## src/rtl/core/three_axis_spin_ramp_controller_unit_assert.svh

```systemverilog
// Assertion macros for the spin ramp controller.
// Each macro takes a label, a trigger expression and a consequent expression.
`ifndef THREE_AXIS_SPIN_RAMP_CONTROLLER_UNIT_ASSERT_SVH
`define THREE_AXIS_SPIN_RAMP_CONTROLLER_UNIT_ASSERT_SVH
`ifndef ASSERT_OFF
`define TASRC_ASSERT_IMP(label, trig, cons) \
    label: assert property (@(posedge clk) disable iff (!rst_n) (trig) |-> (cons)) \
        else $error("tasrc assertion failed");
`define TASRC_ASSERT_NEXT(label, trig, cons) \
    label: assert property (@(posedge clk) disable iff (!rst_n) (trig) |=> (cons)) \
        else $error("tasrc assertion failed");
`else
`define TASRC_ASSERT_IMP(label, trig, cons)
`define TASRC_ASSERT_NEXT(label, trig, cons)
`endif
`endif

```

## src/rtl/core/tasrc_pkg.sv

```systemverilog
`timescale 1ns / 1ps
package tasrc_pkg;

    localparam int TIME_BITS_DEF  = 16;
    localparam int SPEED_BITS_DEF = 24;
    localparam int NUM_AXES       = 3;
    localparam int RAMP_FIELD_W   = 16;
    localparam int RAMP_PACK_W    = 48;
    localparam int ANGLE_W        = 32;
    localparam int ANGLE_OUT_W    = 16;
    localparam int STEP_W         = 28;
    localparam int MODE_W         = 2;
    localparam int PHASE_OUT_W    = 2;
    localparam int DIR_W          = 3;
    localparam int CFG_IDX_W      = 3;

    typedef enum logic [CFG_IDX_W-1:0] {
        CFG_SPEED_X,
        CFG_SPEED_Y,
        CFG_SPEED_Z,
        CFG_DIRECTION,
        CFG_UP_TIMES,
        CFG_DOWN_TIMES,
        CFG_START_ON
    } cfg_index_t;

    typedef enum logic [MODE_W-1:0] {
        MODE_TICK,
        MODE_ON,
        MODE_OFF
    } mode_t;

    typedef enum logic [2:0] {
        PH_OFF,
        PH_UP,
        PH_NORMAL,
        PH_DOWN,
        PH_UNSTARTED
    } phase_t;

endpackage

```

## src/rtl/core/tasrc_in_if.sv

```systemverilog
`timescale 1ns / 1ps
interface tasrc_in_if #(
    parameter int TIME_BITS = tasrc_pkg::TIME_BITS_DEF
);
    import tasrc_pkg::*;

    logic                 valid;
    logic                 ready;
    logic [MODE_W-1:0]    mode;
    logic [TIME_BITS-1:0] delta_time;

    modport source (output valid, mode, delta_time, input ready);
    modport sink   (input valid, mode, delta_time, output ready);
endinterface

```

## src/rtl/core/tasrc_out_if.sv

```systemverilog
`timescale 1ns / 1ps
interface tasrc_out_if;
    import tasrc_pkg::*;

    logic                   valid;
    logic                   ready;
    logic [ANGLE_OUT_W-1:0] pitch_angle;
    logic [ANGLE_OUT_W-1:0] yaw_angle;
    logic [ANGLE_OUT_W-1:0] roll_angle;
    logic [PHASE_OUT_W-1:0] phase;

    modport source (output valid, pitch_angle, yaw_angle, roll_angle, phase, input ready);
    modport sink   (input valid, pitch_angle, yaw_angle, roll_angle, phase, output ready);
endinterface

```

## src/rtl/core/three_axis_spin_ramp_controller_unit.sv

```systemverilog
// Channel   Dir  Payload                                    Carries
// item      in   mode, delta_time                           tick / on / off request
// result    out  pitch_angle, yaw_angle, roll_angle, phase  one per request
// cfg       in   cfg_we, cfg_index, cfg_data                register writes
//
// Ramp tick: runs the radix-2 shift-add multiplier, restoring divider and
// angle-step multiplier, all three axes in lockstep. Normal tick: angle-step
// multiplier, then the angle update. Triggers and off-phase ticks go straight
// to the output state. One request in flight at a time.
// A finished result sits in the output register; a stalled result holds the
// unit in its output state. Reset is asynchronous, no clearing pass.
`timescale 1ns / 1ps
`include "three_axis_spin_ramp_controller_unit_assert.svh"
module three_axis_spin_ramp_controller_unit #(
    parameter int TIME_BITS  = tasrc_pkg::TIME_BITS_DEF,
    parameter int SPEED_BITS = tasrc_pkg::SPEED_BITS_DEF,
    localparam int CFG_W     = (SPEED_BITS > tasrc_pkg::RAMP_PACK_W) ?
                               SPEED_BITS : tasrc_pkg::RAMP_PACK_W
) (
    input  logic                           clk,
    input  logic                           rst_n,
    input  logic                           cfg_we,
    input  logic [tasrc_pkg::CFG_IDX_W-1:0] cfg_index,
    input  logic [CFG_W-1:0]               cfg_data,
    tasrc_in_if.sink                       item,
    tasrc_out_if.source                    result
);
    import tasrc_pkg::*;

    localparam int PROD_W = SPEED_BITS + TIME_BITS;
    localparam int LEFT_W = TIME_BITS + 2;
    localparam int CNT_W  = $clog2(PROD_W);

    typedef enum logic [2:0] {
        S_IDLE,
        S_MUL_EL,
        S_DIV,
        S_MUL_DT,
        S_APPLY,
        S_OUT
    } state_t;

    state_t                 state_reg;
    logic [CNT_W-1:0]       cnt_reg;
    phase_t                 phase_reg;
    logic                   up_reg;
    logic [TIME_BITS-1:0]   dt_sh_reg;

    logic [SPEED_BITS-1:0]  speed_reg      [NUM_AXES];
    logic [DIR_W-1:0]       dir_reg;
    logic [RAMP_PACK_W-1:0] up_times_reg;
    logic [RAMP_PACK_W-1:0] down_times_reg;
    logic                   start_on_reg;

    logic [ANGLE_W-1:0]     acc_reg        [NUM_AXES];
    logic [SPEED_BITS-1:0]  cur_speed_reg  [NUM_AXES];
    logic [LEFT_W-1:0]      time_left_reg  [NUM_AXES];
    logic [NUM_AXES-1:0]    done_reg;
    logic [TIME_BITS-1:0]   el_sh_reg      [NUM_AXES];
    logic [TIME_BITS-1:0]   t_reg          [NUM_AXES];
    logic [PROD_W-1:0]      prod_reg       [NUM_AXES];
    logic [TIME_BITS-1:0]   rem_reg        [NUM_AXES];
    logic [STEP_W-1:0]      step_reg       [NUM_AXES];

    logic                   res_valid_reg;
    logic [ANGLE_OUT_W-1:0] out_angle_reg  [NUM_AXES];
    logic [PHASE_OUT_W-1:0] out_phase_reg;

    phase_t                 ph_eff;
    phase_t                 ph_acc;
    logic                   ramp_up;
    logic [TIME_BITS-1:0]   t_up           [NUM_AXES];
    logic [TIME_BITS-1:0]   t_dn           [NUM_AXES];
    logic [TIME_BITS-1:0]   t_sel          [NUM_AXES];
    logic [LEFT_W-1:0]      left_diff      [NUM_AXES];
    logic [LEFT_W-1:0]      left_new       [NUM_AXES];
    logic [TIME_BITS-1:0]   el_new         [NUM_AXES];
    logic [NUM_AXES-1:0]    done_new;
    logic [PROD_W-1:0]      prod_add       [NUM_AXES];
    logic [TIME_BITS:0]     div_shift      [NUM_AXES];
    logic [NUM_AXES-1:0]    div_ge;
    logic [TIME_BITS-1:0]   rem_next       [NUM_AXES];
    logic [SPEED_BITS-1:0]  q_final        [NUM_AXES];
    logic [SPEED_BITS-1:0]  speed_new      [NUM_AXES];
    logic [STEP_W-1:0]      step_add       [NUM_AXES];
    logic [ANGLE_W-1:0]     acc_next       [NUM_AXES];
    logic                   accept;
    logic                   out_load;

    assign accept   = (state_reg == S_IDLE) && item.valid;
    assign out_load = (state_reg == S_OUT) && (!res_valid_reg || result.ready);

    always_comb
    begin
        if (phase_reg == PH_UNSTARTED)
        begin
            ph_eff = start_on_reg ? PH_NORMAL : PH_OFF;
        end
        else
        begin
            ph_eff = phase_reg;
        end
        ramp_up = (ph_eff == PH_UP);

        // phase after an accepted request, before any ramp completes
        case (item.mode)
            MODE_ON:  ph_acc = (ph_eff == PH_OFF) ? PH_UP : ph_eff;
            MODE_OFF: ph_acc = (ph_eff == PH_NORMAL) ? PH_DOWN : ph_eff;
            default:  ph_acc = ph_eff;
        endcase

        for (int a = 0; a < NUM_AXES; a++)
        begin
            t_up[a]  = TIME_BITS'(up_times_reg[a*RAMP_FIELD_W +: RAMP_FIELD_W]);
            t_dn[a]  = TIME_BITS'(down_times_reg[a*RAMP_FIELD_W +: RAMP_FIELD_W]);
            t_sel[a] = ramp_up ? t_up[a] : t_dn[a];

            // time left is loaded from a ramp time field or saturated, so the low bits
            // hold it whenever the sign is clear
            left_diff[a] = time_left_reg[a] - {2'b00, item.delta_time};
            left_new[a]  = left_diff[a][LEFT_W-1] ? '1 : left_diff[a];
            el_new[a]    = (left_diff[a][TIME_BITS-1:0] > t_sel[a]) ? '0 :
                           t_sel[a] - left_diff[a][TIME_BITS-1:0];
            done_new[a]  = (speed_reg[a] == '0) || left_diff[a][LEFT_W-1] ||
                           (t_sel[a] == '0);

            prod_add[a] = {prod_reg[a][PROD_W-2:0], 1'b0} +
                          (el_sh_reg[a][TIME_BITS-1] ? PROD_W'(speed_reg[a]) : '0);

            div_shift[a] = {rem_reg[a], prod_reg[a][PROD_W-1]};
            div_ge[a]    = div_shift[a] >= {1'b0, t_reg[a]};
            rem_next[a]  = div_ge[a] ? TIME_BITS'(div_shift[a] - {1'b0, t_reg[a]}) :
                           div_shift[a][TIME_BITS-1:0];
            q_final[a]   = SPEED_BITS'({prod_reg[a][PROD_W-2:0], div_ge[a]});

            if (done_reg[a])
            begin
                speed_new[a] = up_reg ? speed_reg[a] : '0;
            end
            else
            begin
                speed_new[a] = up_reg ? q_final[a] : speed_reg[a] - q_final[a];
            end

            // speed * dt, only the bits that survive the 16.16 wrap
            step_add[a] = {step_reg[a][STEP_W-2:0], 1'b0} +
                          (dt_sh_reg[TIME_BITS-1] ? STEP_W'(cur_speed_reg[a]) : '0);

            acc_next[a] = dir_reg[a] ?
                          acc_reg[a] + {step_reg[a], {(ANGLE_W-STEP_W){1'b0}}} :
                          acc_reg[a] - {step_reg[a], {(ANGLE_W-STEP_W){1'b0}}};
        end
    end

    always_ff @(posedge clk or negedge rst_n)
    begin
        if (!rst_n)
        begin
            state_reg      <= S_IDLE;
            cnt_reg        <= '0;
            phase_reg      <= PH_UNSTARTED;
            up_reg         <= 1'b0;
            dt_sh_reg      <= '0;
            dir_reg        <= '1;
            up_times_reg   <= '0;
            down_times_reg <= '0;
            start_on_reg   <= 1'b1;
            done_reg       <= '0;
            res_valid_reg  <= 1'b0;
            out_phase_reg  <= '0;
            for (int a = 0; a < NUM_AXES; a++)
            begin
                speed_reg[a]     <= '0;
                acc_reg[a]       <= '0;
                cur_speed_reg[a] <= '0;
                time_left_reg[a] <= '0;
                el_sh_reg[a]     <= '0;
                t_reg[a]         <= '0;
                prod_reg[a]      <= '0;
                rem_reg[a]       <= '0;
                step_reg[a]      <= '0;
                out_angle_reg[a] <= '0;
            end
        end
        else
        begin
            if (cfg_we)
            begin
                case (cfg_index)
                    CFG_SPEED_X:    speed_reg[0]   <= SPEED_BITS'(cfg_data);
                    CFG_SPEED_Y:    speed_reg[1]   <= SPEED_BITS'(cfg_data);
                    CFG_SPEED_Z:    speed_reg[2]   <= SPEED_BITS'(cfg_data);
                    CFG_DIRECTION:  dir_reg        <= cfg_data[DIR_W-1:0];
                    CFG_UP_TIMES:   up_times_reg   <= cfg_data[RAMP_PACK_W-1:0];
                    CFG_DOWN_TIMES: down_times_reg <= cfg_data[RAMP_PACK_W-1:0];
                    CFG_START_ON:   start_on_reg   <= cfg_data[0];
                    default:        ;
                endcase
            end

            if (out_load)
            begin
                res_valid_reg <= 1'b1;
            end
            else if (result.ready)
            begin
                res_valid_reg <= 1'b0;
            end

            case (state_reg)
                S_IDLE:
                begin
                    if (accept)
                    begin
                        dt_sh_reg <= item.delta_time;
                        phase_reg <= ph_acc;
                        if (phase_reg == PH_UNSTARTED)
                        begin
                            for (int a = 0; a < NUM_AXES; a++)
                            begin
                                cur_speed_reg[a] <= start_on_reg ? speed_reg[a] : '0;
                            end
                        end
                        case (item.mode)
                            MODE_TICK:
                            begin
                                if (ph_eff == PH_UP || ph_eff == PH_DOWN)
                                begin
                                    for (int a = 0; a < NUM_AXES; a++)
                                    begin
                                        time_left_reg[a] <= left_new[a];
                                        el_sh_reg[a]     <= el_new[a];
                                        t_reg[a]         <= t_sel[a];
                                        prod_reg[a]      <= '0;
                                    end
                                    done_reg  <= done_new;
                                    up_reg    <= ramp_up;
                                    cnt_reg   <= CNT_W'(TIME_BITS - 1);
                                    state_reg <= S_MUL_EL;
                                end
                                else if (ph_eff == PH_NORMAL)
                                begin
                                    for (int a = 0; a < NUM_AXES; a++)
                                    begin
                                        step_reg[a] <= '0;
                                    end
                                    cnt_reg   <= CNT_W'(TIME_BITS - 1);
                                    state_reg <= S_MUL_DT;
                                end
                                else
                                begin
                                    state_reg <= S_OUT;
                                end
                            end
                            MODE_ON:
                            begin
                                if (ph_eff == PH_OFF)
                                begin
                                    for (int a = 0; a < NUM_AXES; a++)
                                    begin
                                        time_left_reg[a] <= LEFT_W'(t_up[a]);
                                    end
                                end
                                state_reg <= S_OUT;
                            end
                            MODE_OFF:
                            begin
                                if (ph_eff == PH_NORMAL)
                                begin
                                    for (int a = 0; a < NUM_AXES; a++)
                                    begin
                                        time_left_reg[a] <= LEFT_W'(t_dn[a]);
                                    end
                                end
                                state_reg <= S_OUT;
                            end
                            default:
                            begin
                                state_reg <= S_OUT;
                            end
                        endcase
                    end
                end
                S_MUL_EL:
                begin
                    for (int a = 0; a < NUM_AXES; a++)
                    begin
                        prod_reg[a]  <= prod_add[a];
                        el_sh_reg[a] <= {el_sh_reg[a][TIME_BITS-2:0], 1'b0};
                    end
                    if (cnt_reg == '0)
                    begin
                        for (int a = 0; a < NUM_AXES; a++)
                        begin
                            rem_reg[a] <= '0;
                        end
                        cnt_reg   <= CNT_W'(PROD_W - 1);
                        state_reg <= S_DIV;
                    end
                    else
                    begin
                        cnt_reg <= cnt_reg - 1'b1;
                    end
                end
                S_DIV:
                begin
                    for (int a = 0; a < NUM_AXES; a++)
                    begin
                        rem_reg[a]  <= rem_next[a];
                        prod_reg[a] <= {prod_reg[a][PROD_W-2:0], div_ge[a]};
                    end
                    if (cnt_reg == '0)
                    begin
                        for (int a = 0; a < NUM_AXES; a++)
                        begin
                            cur_speed_reg[a] <= speed_new[a];
                            step_reg[a]      <= '0;
                        end
                        cnt_reg   <= CNT_W'(TIME_BITS - 1);
                        state_reg <= S_MUL_DT;
                    end
                    else
                    begin
                        cnt_reg <= cnt_reg - 1'b1;
                    end
                end
                S_MUL_DT:
                begin
                    for (int a = 0; a < NUM_AXES; a++)
                    begin
                        step_reg[a] <= step_add[a];
                    end
                    dt_sh_reg <= {dt_sh_reg[TIME_BITS-2:0], 1'b0};
                    if (cnt_reg == '0)
                    begin
                        state_reg <= S_APPLY;
                    end
                    else
                    begin
                        cnt_reg <= cnt_reg - 1'b1;
                    end
                end
                S_APPLY:
                begin
                    for (int a = 0; a < NUM_AXES; a++)
                    begin
                        acc_reg[a] <= acc_next[a];
                    end
                    if (&done_reg)
                    begin
                        if (phase_reg == PH_UP)
                        begin
                            phase_reg <= PH_NORMAL;
                        end
                        else if (phase_reg == PH_DOWN)
                        begin
                            phase_reg <= PH_OFF;
                        end
                    end
                    state_reg <= S_OUT;
                end
                S_OUT:
                begin
                    if (out_load)
                    begin
                        for (int a = 0; a < NUM_AXES; a++)
                        begin
                            out_angle_reg[a] <= acc_reg[a][ANGLE_W-1 -: ANGLE_OUT_W];
                        end
                        out_phase_reg <= phase_reg[PHASE_OUT_W-1:0];
                        state_reg     <= S_IDLE;
                    end
                end
                default:
                begin
                    state_reg <= S_IDLE;
                end
            endcase
        end
    end

    assign item.ready         = (state_reg == S_IDLE);
    assign result.valid       = res_valid_reg;
    assign result.pitch_angle = out_angle_reg[0];
    assign result.yaw_angle   = out_angle_reg[1];
    assign result.roll_angle  = out_angle_reg[2];
    assign result.phase       = out_phase_reg;

    `TASRC_ASSERT_IMP(a_res_started, result.valid, phase_reg != PH_UNSTARTED)
    `TASRC_ASSERT_IMP(a_ramp_phase, state_reg == S_MUL_EL || state_reg == S_DIV,
                      phase_reg == PH_UP || phase_reg == PH_DOWN)
    `TASRC_ASSERT_IMP(a_rem_x, state_reg == S_DIV && t_reg[0] != '0, rem_reg[0] < t_reg[0])
    `TASRC_ASSERT_IMP(a_rem_z, state_reg == S_DIV && t_reg[2] != '0, rem_reg[2] < t_reg[2])
    `TASRC_ASSERT_NEXT(a_busy_after_accept, item.valid && item.ready, !item.ready)

endmodule
```

## src/flat_wrapper.sv

```systemverilog
// flat-port wrapper written by rule: the top's interface ports become plain ports
module three_axis_spin_ramp_controller_unit_flat import tasrc_pkg::*;
#(
    parameter int TIME_BITS  = tasrc_pkg::TIME_BITS_DEF,
    parameter int SPEED_BITS = tasrc_pkg::SPEED_BITS_DEF,
    localparam int CFG_W     = (SPEED_BITS > tasrc_pkg::RAMP_PACK_W) ?
                               SPEED_BITS : tasrc_pkg::RAMP_PACK_W
)
  (clk, rst_n, cfg_we, cfg_index, cfg_data, item_valid, item_mode, item_delta_time, item_ready, result_valid, result_pitch_angle, result_yaw_angle, result_roll_angle, result_phase, result_ready);
  tasrc_in_if #(.TIME_BITS(TIME_BITS)) item_i ();
  tasrc_out_if result_i ();
  input  logic clk;
  input  logic rst_n;
  input  logic cfg_we;
  input  logic [tasrc_pkg::CFG_IDX_W-1:0] cfg_index;
  input  logic [CFG_W-1:0] cfg_data;
  input wire logic [$bits(item_i.valid)-1:0] item_valid;
  input wire logic [$bits(item_i.mode)-1:0] item_mode;
  input wire logic [$bits(item_i.delta_time)-1:0] item_delta_time;
  output wire logic [$bits(item_i.ready)-1:0] item_ready;
  output wire logic [$bits(result_i.valid)-1:0] result_valid;
  output wire logic [$bits(result_i.pitch_angle)-1:0] result_pitch_angle;
  output wire logic [$bits(result_i.yaw_angle)-1:0] result_yaw_angle;
  output wire logic [$bits(result_i.roll_angle)-1:0] result_roll_angle;
  output wire logic [$bits(result_i.phase)-1:0] result_phase;
  input wire logic [$bits(result_i.ready)-1:0] result_ready;
  assign item_i.valid = item_valid;
  assign item_i.mode = item_mode;
  assign item_i.delta_time = item_delta_time;
  assign item_ready = item_i.ready;
  assign result_valid = result_i.valid;
  assign result_pitch_angle = result_i.pitch_angle;
  assign result_yaw_angle = result_i.yaw_angle;
  assign result_roll_angle = result_i.roll_angle;
  assign result_phase = result_i.phase;
  assign result_i.ready = result_ready;
  three_axis_spin_ramp_controller_unit #(.TIME_BITS(TIME_BITS), .SPEED_BITS(SPEED_BITS)) u_core (.clk(clk), .rst_n(rst_n), .cfg_we(cfg_we), .cfg_index(cfg_index), .cfg_data(cfg_data), .item(item_i), .result(result_i));
endmodule
```

## config.mk

```make
export PLATFORM = sky130hd
export DESIGN_NAME = three_axis_spin_ramp_controller_unit_flat
export DESIGN_NICKNAME = d
export VERILOG_FILES = /design/src/rtl/core/tasrc_pkg.sv /design/src/rtl/core/tasrc_in_if.sv /design/src/rtl/core/tasrc_out_if.sv /design/src/rtl/core/three_axis_spin_ramp_controller_unit.sv /design/src/flat_wrapper.sv
export VERILOG_INCLUDE_DIRS = /design/src /design/src/rtl/core
export SDC_FILE = /design/constraint.sdc
export NUM_CORES = 2
export LEC_CHECK = 0
export ABC_AREA = 1
export BUFFER_PORTS_ARGS = -buffer_cell sky130_fd_sc_hd__buf_4
export CAP_MARGIN = 0
export CORE_MARGIN = 5
export CORE_UTILIZATION = 45
export CTS_CLUSTER_SIZE = 25
export DETAILED_ROUTE_END_ITERATION = 16
export GPL_TIMING_DRIVEN = 0
export SYNTH_ARGS = -nofsm -noshare
export SYNTH_HDL_FRONTEND = slang
export SYNTH_SLANG_ARGS = --single-unit
```

## constraint.sdc

```tcl
create_clock -name clk -period 3.2 [get_ports clk]
set_clock_uncertainty 0.05 [all_clocks]
set_input_delay 0.16 -clock clk [delete_from_list [all_inputs] [get_ports clk]]
set_output_delay 0.16 -clock clk [all_outputs]
set_load 0.02 [all_outputs]
```

==> run metrics <==
violation count after the first detailed-routing iteration between 6k and 7k; top library cells by usage in the layout, fill and taps aside nand2_1 (3180), inv_1 (1285), dfrtp_1 (790); max reg flops 117; total negative slack for setup checks -1.69 ns; post-detailed-route wirelength per cell ~21 µm; Yosys warnings 0; critical path data arrival time 3.94 ns; vias in the first global route 68.6k; LEAKAGE 0.0415 µW; maximum capacitance violations 0; post-layout min period around 3.4 ns; CP startpoint kind flip-flop; number of distinct library cells after synthesis between 60 and 70; post-DR vias/cell 5.58; Final Cycle Share 1.05; ANT nets after route 0; synthesized netlist cell count 10.5k; part of the Yosys area used for sequential elements 0.303; Worst Setup Path Type flip-flop to flip-flop; class of the tightest hold or removal check primary input to asynchronous set/reset pin; die width 396 µm; Finish-stage setup viols 29; Core Rows around 140; Synth Area per Inst around 6.4 µm²; normalized max-slew margin 0.146; share of flip-flops with an asynchronous set or reset 1.00; share of cells above drive strength 1 0.140; TritonCTS buffer count 100; max-slew violation total from the final report 0; Total GRT Usage 0.330; clock buffer depth 3; element type at the critical path end flip-flop; area of the mapped netlist 0.0672 mm²; initial antenna violation count 7; unrepaired setup endpoints after global routing true; number of primary I/O pins ~130; Primary FF master, synth dfrtp_1; largest net degree at the start of global routing 114; final net count between 10k and 15k; number of hold-slack violations in the final timing report 0; post-route DRC violation count 0; RePlAce Congestion 0.971; largest fanout of any net on the critical path 4; commonest non-fill, non-tap cell in the layout nand2_1; overall power of the completed layout 97200 µW; clk sink count 813; clock latency on the worst-skew pair between 0.7 and 0.8 ns; CTS tree yes; flop and latch count out of synthesis 813; Vert. Die Dim approximately 400 µm; worst voltage drop across the vdd grid between 1 and 1.5 mV; clock transition time at the flip-flop clock pins of the worst setup and hold paths 0.06 ns; maximum clock frequency approximately 300 MHz; wire length of the first global-routing pass 403 mm; violations in the final reports negative setup slack; core region area around 0.15 mm²; cell area power density 1190 mW/mm²; wire length after detailed routing 271 mm; final HPWL from detailed placement 212 mm; H-tree Lvls 3; PortBufs 125; buffer type at the clock tree root clkbuf_16; worst setup margin -0.153 ns; Post-synth EDFFs 0; Post-Syn Nets 11.0k; critical path required time 3.78 ns; transition time of the tightest slew-check pin 1.28 ns; initial core utilization 0.454; area added between synthesis and finish 21.2%; run status finished, violations left; total global routing overflow 0; vias around 72k; router iterations before antenna repair 8; die area roughly 0.16 mm²
-- Yosys cell counts (82+ instances only) --
cell      number  share of area
clkbuf_1     234          0.013
xor2_1       150          0.020
nor3_1        99         0.0074
nand4_1      113          0.011
a21oi_1      792          0.059
o211ai_1     110          0.012
nand3_1      700          0.052
dfrtp_1      808           0.30
xnor2_1       82          0.011
inv_1       1358          0.076
nor2_1       853          0.048
o21ai_0      727          0.054
ha_1         441          0.082
nand2_1     3426           0.19
-- where the power goes --
part | switching, µW | total, µW | internal [µW] | leakage, µW
Combinational | 43100 | 66500 | 23500 | 0.0294
Sequential | 3910 | 17900 | 14000 | 0.0103
Clock | 5270 | 12800 | 7520 | 0.00177
-- path summary, 6_finish.rpt --
kind / slack [ns] / depth (start not counted) / startpoint / endpoint
max: -0.15 / 23 / u_core.div_shift[42] / u_core.cur_speed_reg[68]
min: 0.04 / 3 / rst_n / u_core.prod_reg[62]
max reg2reg: -0.15 / 23 / u_core.div_shift[42] / u_core.cur_speed_reg[68]
min reg2reg: 0.42 / 2 / u_core.acc_reg[63] / u_core.acc_reg[63]
max in group asynchronous: 1.39 / 5 / rst_n / u_core.time_left_reg[1]
min in group clk: 0.09 / 3 / cfg_data[2] / u_core.down_times_reg[2]
-- final cells by class --
class / instances / area [µm²]
Fill cell: 14792 / 66700
Multi-Input combinational cell: 7945 / 44700
Sequential cell: 813 / 20400
Inverter: 1374 / 5230
Timing Repair Buffer: 410 / 3550
Clock buffer: 126 / 2810
Tap cell: 1930 / 2410
Buffer: 315 / 1460
Clock inverter: 64 / 902
Timing Repair inverter: 2 / 23.8
Antenna cell: 3 / 7.51
-- what timing repair did --
action,in CTS,in global routing
buffers inserted,142,67
hold endpoints to repair,523,0
endpoints found under the setup margin,291,230
cloned,4,0
hold buffers,70,0
pin swaps,166,282
resized for setup,447,769
-- metal layers --
metal / up-vias / GRT usage / wire [µm]
met2: 2482 / 0.550 / 125000
met5: - / 0 / 24
met3: 616 / 0.0560 / 18600
met4: 4 / 0.151 / 15300
met1: 34352 / 0.420 / 112000
li1: 34993 / - / -
-- per-stage QoR --
stage	worst slack (ns)	instance area [µm²]	instances	utilization	hold slack, ns
2_1_floorplan	0.000661	67200	10451	-	-0.186
3_3_place_gp	-8.21	70600	12506	0.476	0.388
3_5_place_dp	-1.20	70800	12514	0.478	0.0949
4_1_cts	-0.231	78100	12916	0.527	0.0157
5_1_grt	-0.274	81400	12980	0.550	0.0419
6_report	-0.153	81500	12982	0.550	0.0445
-- cells by family after synthesis --
group | synth area share
multiplexers | 0.00352
adder cells (fa/ha/maj) | 0.0883
buffers and inverters | 0.0965
AND/OR/NAND/NOR | 0.325
XOR/XNOR | 0.0302
flip-flops | 0.303
AO/OA/AOI/OAI | 0.154
-- critical path, cell delays in order (launching register included) --
cell	delay (ns)
dfrtp_1	0.42
ha_4	0.32
nand2_4	0.06
inv_2	0.06
nand2_2	0.06
nor2_2	0.13
nand4_1	0.11
nor2_1	0.10
nor2_1	0.07
nand2_2	0.13
buf_8	0.15
ha_4	0.15
inv_4	0.04
fa_2	0.37
nand3_4	0.09
nand3_4	0.12
nand3b_1	0.17
nand3_1	0.09
nand2_1	0.07
nand3_1	0.06
nand2_1	0.15
nand2_2	0.07
nand2_2	0.10
nand2_1	0.06
Note: power is estimated with default switching activity, not from simulation.
